[src/rtl/core/lwfm_pkg.sv]
// Shared types and constants for the longest-window-few-marks block.
package lwfm_pkg;

  localparam int CFG_IDX_W  = 1;
  localparam int CFG_DATA_W = 8;
  localparam int SYM_W      = 8;
  localparam int MARKS_W    = 6;
  localparam int LEN_W      = 16;

  localparam logic [CFG_IDX_W-1:0] CFG_MAX_MARKS   = 1'b0;
  localparam logic [CFG_IDX_W-1:0] CFG_MARK_SYMBOL = 1'b1;

  localparam logic [MARKS_W-1:0] MAX_MARKS_RST   = 6'd0;
  localparam logic [SYM_W-1:0]   MARK_SYMBOL_RST = 8'd46;

  typedef struct packed {
    logic             valid;
    logic [LEN_W-1:0] best_length;
    logic             overflow;
  } lwfm_result_t;

endpackage

[src/rtl/core/lwfm_mark_ram.sv]
// Mark position memory: one write port, one registered read port with write-through.
module lwfm_mark_ram
  import lwfm_pkg::*;
#(
  parameter int DEPTH  = 64,
  parameter int DATA_W = 16
) (
  input  logic                     clk,
  input  logic                     wr_en,
  input  logic [$clog2(DEPTH)-1:0] wr_addr,
  input  logic [DATA_W-1:0]        wr_data,
  input  logic [$clog2(DEPTH)-1:0] rd_addr,
  output logic [DATA_W-1:0]        rd_data
);

  logic [DATA_W-1:0] mem [DEPTH];
  logic [DATA_W-1:0] rd_data_r;

  always_ff @(posedge clk) begin
    if (wr_en) begin
      mem[wr_addr] <= wr_data;
    end
  end

  // forward a same-cycle write so the head entry is never stale
  always_ff @(posedge clk) begin
    if (wr_en && (wr_addr == rd_addr)) begin
      rd_data_r <= wr_data;
    end else begin
      rd_data_r <= mem[rd_addr];
    end
  end

  assign rd_data = rd_data_r;

endmodule

[src/rtl/core/lwfm_scan.sv]
// Window scan: mark FIFO pointers, window start, position and best length.
module lwfm_scan
  import lwfm_pkg::*;
#(
  parameter int MARK_FIFO_DEPTH = 64,
  parameter int POS_BITS        = 16
) (
  input  logic               clk,
  input  logic               rst_n,
  input  logic               item_fire,
  input  logic [SYM_W-1:0]   symbol,
  input  logic               last,
  input  logic [MARKS_W-1:0] max_marks,
  input  logic [SYM_W-1:0]   mark_symbol,
  output lwfm_result_t       result
);

  localparam int IW = $clog2(MARK_FIFO_DEPTH);
  localparam int CW = $clog2(MARK_FIFO_DEPTH + 1);
  localparam int LW = (CW > MARKS_W) ? CW : MARKS_W;
  localparam int OW = (POS_BITS > LEN_W) ? POS_BITS : LEN_W;
  localparam int P  = POS_BITS;

  logic [CW-1:0] count_r, count_nxt, count_pop;
  logic [IW-1:0] head_r, head_nxt, tail_r, tail_nxt;
  logic [P-1:0]  ws_r, ws_nxt, pos_r, pos_nxt, best_r, best_nxt;
  logic          ovf_r, ovf_nxt;

  logic [P-1:0]  head_pos, pos_inc, len, best_fin;
  logic [LW-1:0] limit, cnt_ext, cnt_pop_ext;
  logic          ovf_hit, active, is_mark, full, pop, skip, push, clear, ovf_fin, sat;
  logic [OW-1:0] best_ext;

  lwfm_mark_ram #(
    .DEPTH  (MARK_FIFO_DEPTH),
    .DATA_W (P)
  ) u_ram (
    .clk     (clk),
    .wr_en   (push),
    .wr_addr (tail_r),
    .wr_data (pos_r),
    .rd_addr (head_nxt),
    .rd_data (head_pos)
  );

  always_comb begin
    ovf_hit = (pos_r == {P{1'b1}});
    active  = item_fire && !ovf_hit && !ovf_r;
    is_mark = (symbol == mark_symbol);
    limit   = (LW'(max_marks) > LW'(MARK_FIFO_DEPTH)) ? LW'(MARK_FIFO_DEPTH)
                                                       : LW'(max_marks);
    cnt_ext = LW'(count_r);
    full    = (cnt_ext >= limit);
    pop     = active && is_mark && full && (count_r != '0);
    skip    = active && is_mark && full && (count_r == '0);
    count_pop   = pop ? (count_r - CW'(1)) : count_r;
    cnt_pop_ext = LW'(count_pop);
    push    = active && is_mark && (cnt_pop_ext < limit);
    pos_inc = pos_r + P'(1);

    // window length ending at the current symbol
    if (pop) begin
      ws_nxt = head_pos + P'(1);
      len    = pos_r - head_pos;
    end else if (skip) begin
      ws_nxt = pos_inc;
      len    = '0;
    end else begin
      ws_nxt = ws_r;
      len    = pos_inc - ws_r;
    end

    best_fin = (active && (len > best_r)) ? len : best_r;
    ovf_fin  = ovf_r || (item_fire && ovf_hit);
    clear    = item_fire && last;

    head_nxt = head_r;
    if (pop) begin
      head_nxt = (head_r == IW'(MARK_FIFO_DEPTH - 1)) ? '0 : head_r + IW'(1);
    end
    tail_nxt  = tail_r;
    count_nxt = count_pop;
    if (push) begin
      tail_nxt  = (tail_r == IW'(MARK_FIFO_DEPTH - 1)) ? '0 : tail_r + IW'(1);
      count_nxt = count_pop + CW'(1);
    end
    pos_nxt  = active ? pos_inc : pos_r;
    best_nxt = best_fin;
    ovf_nxt  = ovf_fin;
    if (!active) begin
      ws_nxt = ws_r;
    end

    // drop all stream state after the last beat
    if (clear) begin
      head_nxt  = '0;
      tail_nxt  = '0;
      count_nxt = '0;
      pos_nxt   = '0;
      ws_nxt    = '0;
      best_nxt  = '0;
      ovf_nxt   = 1'b0;
    end

    best_ext           = OW'(best_fin);
    sat                = ovf_fin || (best_ext > OW'(32'h0000_FFFF));
    result.valid       = clear;
    result.best_length = sat ? {LEN_W{1'b1}} : best_ext[LEN_W-1:0];
    result.overflow    = ovf_fin;
  end

  always_ff @(posedge clk) begin
    if (!rst_n) begin
      count_r <= '0;
      head_r  <= '0;
      tail_r  <= '0;
      ws_r    <= '0;
      pos_r   <= '0;
      best_r  <= '0;
      ovf_r   <= 1'b0;
    end else begin
      count_r <= count_nxt;
      head_r  <= head_nxt;
      tail_r  <= tail_nxt;
      ws_r    <= ws_nxt;
      pos_r   <= pos_nxt;
      best_r  <= best_nxt;
      ovf_r   <= ovf_nxt;
    end
  end

endmodule

[src/rtl/core/longest_window_few_marks.sv]
// Top level: configuration registers, input handshake and result register.
//
// Usage:
//   Input beats (in_symbol, in_last) are taken when in_valid is high and
//   in_stall is low. Each beat is one symbol of a stream; in_last closes it.
//   A symbol equal to mark_symbol counts as a mark. For each stream one
//   result beat (out_best_length, out_overflow) is produced: the longest
//   window holding at most max_marks marks, saturated at 65535; out_overflow
//   is set when the stream ran past 2^POS_BITS - 1 symbols.
//   Throughput: one beat per cycle while in_stall is low; each beat updates the mark FIFO memory
//   and the window registers in the cycle it is accepted, with the FIFO head
//   prefetched through the memory's registered read port.
//   Latency: the result is valid in the cycle after the last beat is taken.
//   Stall: while a result waits with out_stall high, in_stall is raised;
//   otherwise input is taken every cycle.
//   Configuration: cfg_ready is always high; index 0 is max_marks, index 1
//   is mark_symbol. Write only while the block is idle.
//   Reset: clears all stream state, max_marks to 0 and mark_symbol to '.'.
//   No memory clearing pass is needed; the block is ready right after reset.
module longest_window_few_marks
  import lwfm_pkg::*;
#(
  parameter int MARK_FIFO_DEPTH = 64,
  parameter int POS_BITS        = 16
) (
  input  logic                  clk,
  input  logic                  rst_n,
  input  logic                  in_valid,
  output logic                  in_stall,
  input  logic [SYM_W-1:0]      in_symbol,
  input  logic                  in_last,
  output logic                  out_valid,
  input  logic                  out_stall,
  output logic [LEN_W-1:0]      out_best_length,
  output logic                  out_overflow,
  input  logic                  cfg_valid,
  output logic                  cfg_ready,
  input  logic [CFG_IDX_W-1:0]  cfg_index,
  input  logic [CFG_DATA_W-1:0] cfg_data
);

  logic [MARKS_W-1:0] max_marks_r;
  logic [SYM_W-1:0]   mark_symbol_r;
  logic               item_fire;
  lwfm_result_t       result;
  logic               out_valid_r;
  logic [LEN_W-1:0]   best_length_r;
  logic               overflow_r;

  assign cfg_ready = 1'b1;
  assign in_stall  = out_valid_r && out_stall;
  assign item_fire = in_valid && !in_stall;

  always_ff @(posedge clk) begin
    if (!rst_n) begin
      max_marks_r   <= MAX_MARKS_RST;
      mark_symbol_r <= MARK_SYMBOL_RST;
    end else if (cfg_valid && cfg_ready) begin
      case (cfg_index)
        CFG_MAX_MARKS:   max_marks_r   <= cfg_data[MARKS_W-1:0];
        CFG_MARK_SYMBOL: mark_symbol_r <= cfg_data[SYM_W-1:0];
        default: ;
      endcase
    end
  end

  lwfm_scan #(
    .MARK_FIFO_DEPTH (MARK_FIFO_DEPTH),
    .POS_BITS        (POS_BITS)
  ) u_scan (
    .clk         (clk),
    .rst_n       (rst_n),
    .item_fire   (item_fire),
    .symbol      (in_symbol),
    .last        (in_last),
    .max_marks   (max_marks_r),
    .mark_symbol (mark_symbol_r),
    .result      (result)
  );

  // hold the result beat until the receiver takes it
  always_ff @(posedge clk) begin
    if (!rst_n) begin
      out_valid_r <= 1'b0;
    end else if (result.valid) begin
      out_valid_r <= 1'b1;
    end else if (!out_stall) begin
      out_valid_r <= 1'b0;
    end
  end

  always_ff @(posedge clk) begin
    if (result.valid) begin
      best_length_r <= result.best_length;
      overflow_r    <= result.overflow;
    end
  end

  assign out_valid       = out_valid_r;
  assign out_best_length = best_length_r;
  assign out_overflow    = overflow_r;

endmodule

[config.mk]
export PLATFORM = sky130hd
export DESIGN_NAME = longest_window_few_marks
export DESIGN_NICKNAME = d
export VERILOG_FILES = /design/src/rtl/core/lwfm_pkg.sv /design/src/rtl/core/lwfm_mark_ram.sv /design/src/rtl/core/lwfm_scan.sv /design/src/rtl/core/longest_window_few_marks.sv
export SDC_FILE = /design/constraint.sdc
export NUM_CORES = 1
export LEC_CHECK = 0
export ABC_AREA = 1
export ABC_CLOCK_PERIOD_IN_PS = 7400
export BUFFER_PORTS_ARGS = -buffer_cell sky130_fd_sc_hd__buf_2
export CELL_PAD_IN_SITES_DETAIL_PLACEMENT = 0
export CELL_PAD_IN_SITES_GLOBAL_PLACEMENT = 1
export CORE_MARGIN = 3
export CORE_UTILIZATION = 45
export DETAILED_ROUTE_END_ITERATION = 10
export PLACE_DENSITY = 0.71
export SYNTH_ARGS = -nofsm -noshare
export SYNTH_HDL_FRONTEND = slang
export SYNTH_HIERARCHICAL = 1
export SYNTH_SLANG_ARGS = --single-unit
[constraint.sdc]
create_clock -name clk -period 7.4 [get_ports clk]
set_input_delay 0.37 -clock clk [delete_from_list [all_inputs] [get_ports clk]]
set_output_delay 0.37 -clock clk [all_outputs]
set_load 0.1 [all_outputs]
After elaboration in Yosys (flattened, before gate mapping) --
Memories as Yosys holds them, arrays and structs flattened. A register that Yosys moved wholly into a read port is not among the register bits. Cells that the tools add are included.
Storage, ports and cells: flip-flop bits (word level) 100, word-level logic and storage cells 73, bits of input ports 23, bits in writable memories 1024, memories 1
Memories:
- u_scan.u_ram.mem | depth 64, width 16, rd ports 1, clocked after Yosys merged registers in 1, wr ports 1, RTL line lwfm_mark_ram.sv:16 | logic [DATA_W-1:0] mem [DEPTH];
Cells by class: eq/ne operators 5, $add $sub $neg 8, muxes and demuxes 16, magnitude comparators 5, reductions and logical operators 24, bitwise operators 2
Operator list (count):
- 16-bit 2-to-1 mux | 5
- 16-bit by 1-bit adder with 16-bit output, second input constant | 2
- 16-bit subtractor | 2
- 6-bit 2-to-1 mux | 4
- 7-bit 2-to-1 mux | 3
- 16-bit == test, second input constant | 1
- 16-bit > comparator | 1
- 16-bit > comparator, second input constant | 1
- 6-bit by 1-bit adder with 6-bit output, second input constant | 2
- 6-bit == test, second input constant | 2
- 1-bit logical AND | 12
- 8-bit == test | 1
- 7-bit by 1-bit adder with 7-bit output, second input constant | 1
- 7-bit >= comparator | 1
- 6-bit by 7-bit > comparator with 1-bit output, second input constant | 1
- 7-bit zero test | 1
- 7-bit less-than comparator | 1
- 7-bit nonzero test | 1
- 7-bit by 1-bit subtractor with 7-bit output, second input constant | 1
- 2-bit AND reduction | 3
- 1-bit 2-to-1 mux | 4
- 1-bit zero test | 3
- 1-bit logical OR | 2
- 2-bit by 1-bit != test with 1-bit output, second input constant | 1
- other kinds (3) | 4

Depth between registers and ports, before layout --
Gate-level depths: netlist (run 1).
depth in word-level cells 15, gate-level depth with buffers 35

Hierarchy --
Netlist (run 1), hierarchy kept.
Modules (own cells, without submodules):
- lwfm_mark_ram | instances 1, cells an instance 3507, area an instance 41898.9 um2
- lwfm_scan | instances 1, cells an instance 1000, area an instance 6369.9 um2
- longest_window_few_marks | instances 1, cells an instance 100, area an instance 1111.1 um2

Least setup slack after synthesis (run 1) --
Ideal clock, no wire load.
path type register -> register, from register out_valid_r (netlist: out_valid), to memory u_scan.u_ram.mem[48][0], enable pin, path slack 1.380 ns, arrival 5.589 ns, data required time 6.969 ns, clock period less this slack 6.020 ns, path buffers 2, cell stages (with the launch flop) 24, cells stage by stage dfxtp_1 > nand2_1 > inv_1 > nor2_1 > inv_1 > nor2_1 > o21ai_4 > nor2_4 > nand3_4 > buf_6 > nand2_1 > nand2_1 > inv_1 > ha_1 > a21oi_1 > nor2_1 > nor2_1 > nand3_1 > inv_1 > nand2_1 > inv_1 > clkbuf_1 > nand4_1 > nor4_1
Between the ends: longest elaborated chain between the ends 13
Ends and longest elaborated chain:
- start: declaration | RTL line longest_window_few_marks.sv:46 | logic out_valid_r;
- start signal: assignment | RTL line longest_window_few_marks.sv:84 | out_valid_r <= 1'b0;
- start signal: assignment | RTL line longest_window_few_marks.sv:86 | out_valid_r <= 1'b1;
- start signal: assignment | RTL line longest_window_few_marks.sv:88 | out_valid_r <= 1'b0;
- 1-bit logical AND (*) | RTL line longest_window_few_marks.sv:51 | assign in_stall = out_valid_r && out_stall;
- named net in_stall | RTL line longest_window_few_marks.sv:29 | output logic in_stall,
- 1-bit zero test (*) | RTL line longest_window_few_marks.sv:52 | assign item_fire = in_valid && !in_stall;
- 1-bit logical AND (*) | RTL line longest_window_few_marks.sv:52
- named net item_fire | RTL line longest_window_few_marks.sv:44 | logic item_fire;
- 1-bit logical AND (*) (2 in series) | RTL line lwfm_scan.sv:48 | active = item_fire && !ovf_hit && !ovf_r;
- 1-bit logical AND (*) | RTL line lwfm_scan.sv:54, lwfm_scan.sv:58
- 1-bit logical AND (2 in series) | RTL line lwfm_scan.sv:54 | pop = active && is_mark && full && (count_r != '0);
- 7-bit 2-to-1 mux | RTL line lwfm_scan.sv:56 | count_pop = pop ? (count_r - CW'(1)) : count_r;
- 7-bit less-than comparator | RTL line lwfm_scan.sv:58 | push = active && is_mark && (cnt_pop_ext < limit);
- 1-bit logical AND (*) | RTL line lwfm_scan.sv:58
- named net u_scan.push | RTL line lwfm_scan.sv:31 | logic ovf_hit, active, is_mark, full, pop, skip, push, clear, ovf_fin, sat;
- 1-bit 2-to-1 mux (*) | RTL line lwfm_mark_ram.sv:20 | if (wr_en) begin
- 1-bit 2-to-1 mux (not written as such) (*) | RTL line lwfm_mark_ram.sv:21 | mem[wr_addr] <= wr_data;
- end: declaration | RTL line lwfm_mark_ram.sv:16
Mark *: on every way through the listed nets, which the timed path passes. The rest lies on a longest branch.

==> results of run 1 <==
## power by group
part	total, W	internal, W	switching [W]
registers	0.00704	0.00703	0.0000141
clock network	0.00556	0.00317	0.00239
logic	0.000637	0.000160	0.000478
## placed cells by master, fill, tap and decap left out, drive strengths merged, types with 15 or more instances in the layout
cell,Yosys,layout
clkbuf,35,154
nor2,194,194
dfxtp,89,89
nand4,27,27
xnor2,15,15
nand2,1546,1546
a21oi,64,64
clkinv,2,54
nand3,946,946
o21ai,63,63
ha,64,64
buf,217,171
nor3,18,18
edfxtp,1041,1041
xor2,34,34
inv,180,183
## worst reg2reg max path, delay by kind of cell (launching register included)
kind            cells  cell delay, ps
fa+ha+maj           2             690
simple gates       18            2460
buf+inv             5            1470
compound gates      5             920
flops               1             490
## stage by stage
| step | setup WS, ps | hold slack (ps) | total power, W | instances | utilization (%) |
|---|---|---|---|---|---|
| finish | 1150 | 46.7 | 0.0132 | 6164 | 50.7 |
| global route | 687 | 40.8 | 0.0137 | 6160 | 50.7 |
| floorplan | 1380 | 455 | 0.00761 | 4607 | - |
| detailed placement | 1190 | 477 | 0.00781 | 5929 | 47.3 |
| CTS | 1260 | 3.56 | 0.0134 | 6160 | 50.7 |
| global placement | 1190 | 467 | 0.00781 | 5929 | 47.3 |
## cells by family after synthesis
logic type,after synthesis,synth area share [%]
flops,1130,66.9
xor+xnor,49,0.869
fa+ha+maj,66,1.70
other cells,1,0.00759
simple gates,2755,23.9
compound gates,171,1.98
buf+inv,434,4.64
mux,1,0.0203
## path summary, 6_finish.rpt
check,to,slack (ps),depth (start not counted)
max,out_best_length[2],1150,30
min,max_marks_r[3],50,3
max reg2reg,out_best_length[2],1150,30
min reg2reg,max_marks_r[4],490,2
## per-layer routing
layer | vias to the layer above | share of wire (%) | global-route usage (%)
met5 | - | 0 | 0
met2 | 1089 | 46 | 37.0
met4 | 0 | 2.7 | 6.25
met1 | 16500 | 45 | 35.0
met3 | 184 | 7.0 | 3.45
li1 | 16000 | - | -
## state kept, by name, summed over array words and instances (netlist names), named ones only
signal	count
u_scan/u_ram/mem	1024
out_best_length	16
u_scan/best_r	16
u_scan/pos_r	16
u_scan/ws_r	16
mark_symbol_r	8
u_scan/cnt_ext	7
max_marks_r	6
u_scan/head_r	6
u_scan/tail_r	6
out_overflow	1
out_valid	1
u_scan/ovf_r	1
## synth_stat cells (5+ instances only)
master                     instances
sky130_fd_sc_hd__a21oi_1          64
sky130_fd_sc_hd__a31oi_1           5
sky130_fd_sc_hd__buf_1            17
sky130_fd_sc_hd__buf_2           121
sky130_fd_sc_hd__buf_4            25
sky130_fd_sc_hd__buf_6            53
sky130_fd_sc_hd__clkbuf_1         35
sky130_fd_sc_hd__dfxtp_1          89
sky130_fd_sc_hd__edfxtp_1       1041
sky130_fd_sc_hd__ha_1             64
sky130_fd_sc_hd__inv_1           170
sky130_fd_sc_hd__inv_2             9
sky130_fd_sc_hd__nand2_1        1534
sky130_fd_sc_hd__nand2_2          10
sky130_fd_sc_hd__nand3_1         943
sky130_fd_sc_hd__nand4_1          27
sky130_fd_sc_hd__nor2_1          186
sky130_fd_sc_hd__nor2_2            5
sky130_fd_sc_hd__nor3_1           18
sky130_fd_sc_hd__nor4_1           12
sky130_fd_sc_hd__o21ai_0          56
sky130_fd_sc_hd__o21ai_1           6
sky130_fd_sc_hd__o22ai_1           9
sky130_fd_sc_hd__xnor2_1          15
sky130_fd_sc_hd__xor2_1           34
## layout make-up
type	instances	area share, %
well taps	1403	3.20
multi-input cells	3043	25.8
flip-flops and latches	1130	60.4
repair buffers	184	2.74
clock buffers	154	5.71
clock inverters	64	0.884
diodes	4	0.0183
inverters	182	1.30
==> summary.txt, run 1 <==
Global route
  • Initial antenna violation count: 3
  • Pin count of the biggest net entering global routing: 163
  • Wire length of the first global-routing pass: 203000 µm
  • Via count of the first global-routing pass: 31900
  • GR Overflow Total: 0
  • Overall global routing resource usage: 23.8%

Detailed routing
  • Average wire per cell in the routed design: 22.0 µm
  • Via count normalized by instance count: 5.49
  • Total wirelength of the detailed-routed design: 135000 µm
  • DRT Pass-1 Iters: 5
  • Number of nets with antenna violations after routing: 0
  • Total number of vias: 33900
  • Starting DRC count in detailed routing: 3537
  • Number of remaining DRC errors: 0

Place
  • Port Buffer Count: 41
  • Weighted congestion at the end of routability-driven global placement: 0.846
  • Detailed placer's ending HPWL: 76100 µm
  • Post-detailed-placement cell area: 0.0510 mm²

Setup path
  • Buf+Inv Stages, Crit Path: 5
  • Cell with the biggest individual delay on the critical path: sky130_fd_sc_hd__buf_4
  • Worst Path Max Fanout: 143
  • Arr. time, crit path: 6700 ps
  • Crit end category: register
  • Maximum cell stage delay along the critical path: 510 ps
  • Startpoint-to-endpoint class of the critical path: register to register
  • Cell mode on critical path: sky130_fd_sc_hd__nand2_1
  • Gate family responsible for the most delay along the worst path: simple AND/OR/NAND/NOR gates
  • Data required time of the critical path: 7860 ps
  • Worst Setup Start Kind: register

Die
  • Io pins: 43
  • Height of the die: 337 µm
  • Die ar.: 0.114 mm²
  • Chip Width: 337 µm
  • Initial cell density of the core: 45.7%
  • Core area: 0.108 mm²
  • Cell row count: 120

Final layout
  • Layout cells sized above 1: 8.60%
  • Cell area after layout: 0.0548 mm²
  • Final #Nets: 4745
  • Sequential Area: 0.0331 mm²
  • Multi-input logic area: 0.0141 mm²
  • Area growth syn-to-layout: 10.9%
  • Fillcell total: 9603

Synthesis
  • Total of warnings raised by yosys: 6
  • Share of async-settable or async-resettable flops after synthesis: 0%
  • Synthesized cell area: 0.0494 mm²
  • Synthesis-stage register bit count: 1130
  • Flip-flop cell with the highest count after synthesis: sky130_fd_sc_hd__edfxtp_1
  • Library cells used by synthesis: 53
  • Post-synthesis area per instance: 10.7 µm²
  • Share of the yosys chip area belonging to registers: 66.9%
  • Instance count of the mapped netlist: 4607
  • Post-synth net total: 4696
  • Post-synth EDFFs: 1041
  • Top post-synthesis cells by area: sky130_fd_sc_hd__edfxtp_1, sky130_fd_sc_hd__nand2_1, sky130_fd_sc_hd__nand3_1
  • Post-synthesis cell type with the largest combined area: sky130_fd_sc_hd__edfxtp_1
  • Synth top area share: 63.3%

Power
  • Total power divided by cell area: 242 mW/mm²
  • Largest vdd supply drop: 0.193 mV
  • LEAKAGE: 20.9 nW

Timing
  • Actual slew at the worst max-slew pin: 1180 ps
  • Setup repair after global routing missed its margin: false
  • Worst slew margin relative to its limit: 21.1%
  • Clock skew after layout: 21.6 ps
  • Total negative setup slack: 0 ps
  • Period Utilization, post-route: 84.4%
  • Total count of hold-check failures in the final report: 0
  • Shortest period the worst path allows: 6250 ps
  • Setup violations, final: 0
  • Maximum operating frequency: 160 MHz
  • Final number of max-transition violations: 0

Run
  • Max cap viols: 0

Clock tree
  • CTS sink count: 1130
  • Number of CTS-inserted buffers: 115
  • Worst skew pair latency: 710 ps
  • Setup repair bufs after CTS: 0
  • Number of gates given a new drive strength after cts: 0
  • Clock transition at the registers of the reported paths: 60 ps
  • Hold-fix buffers, CTS: 13
  • Clock tree from TritonCTS: built
  • Deepest clock path buffer count: 3
  • Root buf cell: sky130_fd_sc_hd__clkbuf_16
  • H-Tree Depth: 3

Outcome
  • Run status: complete, no violations

Hold path
  • Min-Delay Startpoint: rst_n
  • Path category of the worst min-delay check: input pin to register
Note: power is estimated with default switching activity, not from simulation.
==> run 2: changes to the inputs <==
--- a/config.mk
+++ b/config.mk
@@ -6,14 +6,14 @@
 export NUM_CORES = 1
 export LEC_CHECK = 0
 export ABC_AREA = 1
-export ABC_CLOCK_PERIOD_IN_PS = 7400
+export ABC_CLOCK_PERIOD_IN_PS = 5600
 export BUFFER_PORTS_ARGS = -buffer_cell sky130_fd_sc_hd__buf_2
 export CELL_PAD_IN_SITES_DETAIL_PLACEMENT = 0
 export CELL_PAD_IN_SITES_GLOBAL_PLACEMENT = 1
 export CORE_MARGIN = 3
 export CORE_UTILIZATION = 45
 export DETAILED_ROUTE_END_ITERATION = 10
-export PLACE_DENSITY = 0.71
+export PLACE_DENSITY = 0.74
 export SYNTH_ARGS = -nofsm -noshare
 export SYNTH_HDL_FRONTEND = slang
 export SYNTH_HIERARCHICAL = 1
==> constraint.sdc (replaced) <==
create_clock -name clk -period 5.6 [get_ports clk]
set_input_delay 0.28 -clock clk [delete_from_list [all_inputs] [get_ports clk]]
set_output_delay 0.28 -clock clk [all_outputs]
set_load 0.1 [all_outputs]
==> run 2 against run 1 <==
Against the previous run:
- sequential power grew 32%
- via count up 1.8%
- global-route usage grew 0.12 points
- register-to-register slack lost 840 ps
- worst hold slack better by 52 ps
==> summary.txt, run 2 (same netlist as run 1, synthesis figures left out) <==
Place
  • Detailed placer's ending HPWL: 78600 µm
  • Port Buffer Count: 41
  • # placed instances: 5985
  • Weighted congestion at the end of routability-driven global placement: 0.874
  • Post-detailed-placement cell area: 0.0517 mm²

Timing
  • Period Utilization, post-route: 94.4%
  • Clock skew after layout: 24.3 ps
  • Worst slew margin relative to its limit: 33.7%
  • Maximum operating frequency: 189 MHz
  • Actual slew at the worst max-slew pin: 994 ps
  • Setup repair after global routing missed its margin: true
  • Final number of max-transition violations: 0
  • Setup violations, final: 0
  • Total negative setup slack: 0 ps
  • Shortest period the worst path allows: 5290 ps
  • Total count of hold-check failures in the final report: 0

Power
  • Clock network power share: 43.4%
  • Portion of total power attributed to combinational logic: 4.7%
  • Fraction of power consumed by sequential logic: 51.9%
  • Overall power after layout: 0.0180 W
  • Net switching component of the power: 0.00386 W
  • Internal portion of total power: 0.0141 W
  • Largest vdd supply drop: 0.249 mV
  • Switching Share: 21.5%
  • LEAKAGE: 21.6 nW
  • Total power divided by cell area: 319 mW/mm²

Hold path
  • Min-Delay Path Depth: 4
  • Min-Delay Startpoint: in_last
  • Path category of the worst min-delay check: input pin to register

Final layout
  • Layout cells sized above 1: 10.6%
  • Most frequent cells in the layout: sky130_fd_sc_hd__nand2_1, sky130_fd_sc_hd__edfxtp_1, sky130_fd_sc_hd__nand3_1
  • Non-filler instance count after layout: 6246
  • Most common library cell in the layout ignoring fill and taps: sky130_fd_sc_hd__nand2_1
  • Number of flip-flops in the largest register: 1024
  • # diodes: 0
  • Largest register by flop count: u_scan/u_ram/mem
  • Multi-input logic area: 0.0143 mm²
  • Area growth syn-to-layout: 14.0%
  • Sequential Area: 0.0331 mm²
  • Fillcell total: 9322
  • Cell area after layout: 0.0563 mm²
  • Final #Nets: 4830

Run
  • Max cap viols: 0

Detailed routing
  • Average wire per cell in the routed design: 22.2 µm
  • Total number of vias: 34500
  • DRT Pass-1 Iters: 6
  • Number of remaining DRC errors: 0
  • Total wirelength of the detailed-routed design: 139000 µm
  • Starting DRC count in detailed routing: 3447
  • Number of nets with antenna violations after routing: 0
  • Via count normalized by instance count: 5.52

Setup path
  • Maximum cell stage delay along the critical path: 530 ps
  • Data required time of the critical path: 6030 ps
  • Crit end category: register
  • Depth of the worst register-to-register path: 32
  • Cell with the biggest individual delay on the critical path: sky130_fd_sc_hd__dfxtp_4
  • Arr. time, crit path: 5720 ps
  • Startpoint-to-endpoint class of the critical path: register to register
  • Worst Path Max Fanout: 25
  • Worst Setup Start Kind: register
  • Worst r2r dst: out_best_length[3]
  • Setup slack, reg-to-reg: 310 ps
  • Cell mode on critical path: sky130_fd_sc_hd__nand2_1

Global route
  • Initial antenna violation count: 2
  • Wire length of the first global-routing pass: 205000 µm
  • Via count of the first global-routing pass: 32700
  • Pin count of the biggest net entering global routing: 84
  • Overall global routing resource usage: 23.9%
  • GR Overflow Total: 0

Clock tree
  • Clock transition at the registers of the reported paths: 60 ps
  • Clock tree from TritonCTS: built
  • CTS sink count: 1130
  • Worst skew pair latency: 700 ps
  • Deepest clock path buffer count: 3
  • Number of CTS-inserted buffers: 116
  • H-Tree Depth: 3
  • Root buf cell: sky130_fd_sc_hd__clkbuf_16

Outcome
  • Run status: complete, no violations

Die
  • Initial cell density of the core: 45.7%
  • Io pins: 43
  • Core area: 0.108 mm²
  • Die ar.: 0.114 mm²
  • Chip Width: 337 µm
  • Height of the die: 337 µm
  • Cell row count: 120
[run 2: how the worst max path moves through the flow]
stage,cells after the start,slack (ps),to
global placement,30,140,out_best_length[7]
detailed placement,29,100,out_best_length[2]
floorplan,23,-420,u_scan/u_ram/mem[48][0]
CTS,29,110,out_best_length[2]
global route,29,-30,out_best_length[2]
finish,32,310,out_best_length[3]
[run 2: worst max-delay path: cells and delay by family (launching register included)]
kind / cells / cell delay [ps]
and+or+nand+nor: 21 / 2430
DFF: 1 / 530
AOI/OAI and AO/OA: 3 / 380
adders and majority gates: 2 / 650
xor gates and xnor gates: 1 / 160
buffers and inverters: 5 / 850
[run 2: stage by stage]
step	utilization (%)	setup WS, ps	hold WS (ps)
final	52.2	314	98.7
after global routing	52.2	-27.4	83.4
after CTS	51.7	108	33.6
after detailed placement	47.9	104	473
after global placement	47.9	140	465
after floorplan	-	-420	393
[run 2: routing by layer]
| layer | vias up | GRT usage [%] | part of all wire (%) |
|---|---|---|---|
| met1 | 16700 | 33.9 | 43 |
| met2 | 1304 | 37.1 | 46 |
| li1 | 16200 | - | - |
| met5 | - | 0 | 0 |
| met3 | 207 | 3.81 | 7.9 |
| met4 | 0 | 9.00 | 3.4 |
[run 2: power groups by stage]
stage	Clock, W	Sequential [W]	Combinational (W)
finish	0.00779	0.00931	0.000850
global route	0.00826	0.00931	0.000947
CTS	0.00791	0.00931	0.000847
detailed placement	0	0.00949	0.000832
global placement	0	0.00949	0.000822
floorplan	0	0.00966	0.000402
[run 2: cell type report]
class / count / share of cell area [%]
Timing Repair inverter: 3 / 0.0689
Clock buffer: 154 / 5.67
Clock inverter: 66 / 1.17
Multi-Input combinational cell: 3043 / 25.3
Inverter: 182 / 1.29
Tap cell: 1403 / 3.12
Sequential cell: 1130 / 58.7
Timing Repair Buffer: 265 / 4.62
[run 2: timing repair]
action                     in CTS  in global routing
hold buffers                   24                  0
setup buffers                   0                  8
gates resized for setup         0                 57
setup endpoints to repair       0                 32
hold endpoints to repair       15                  0
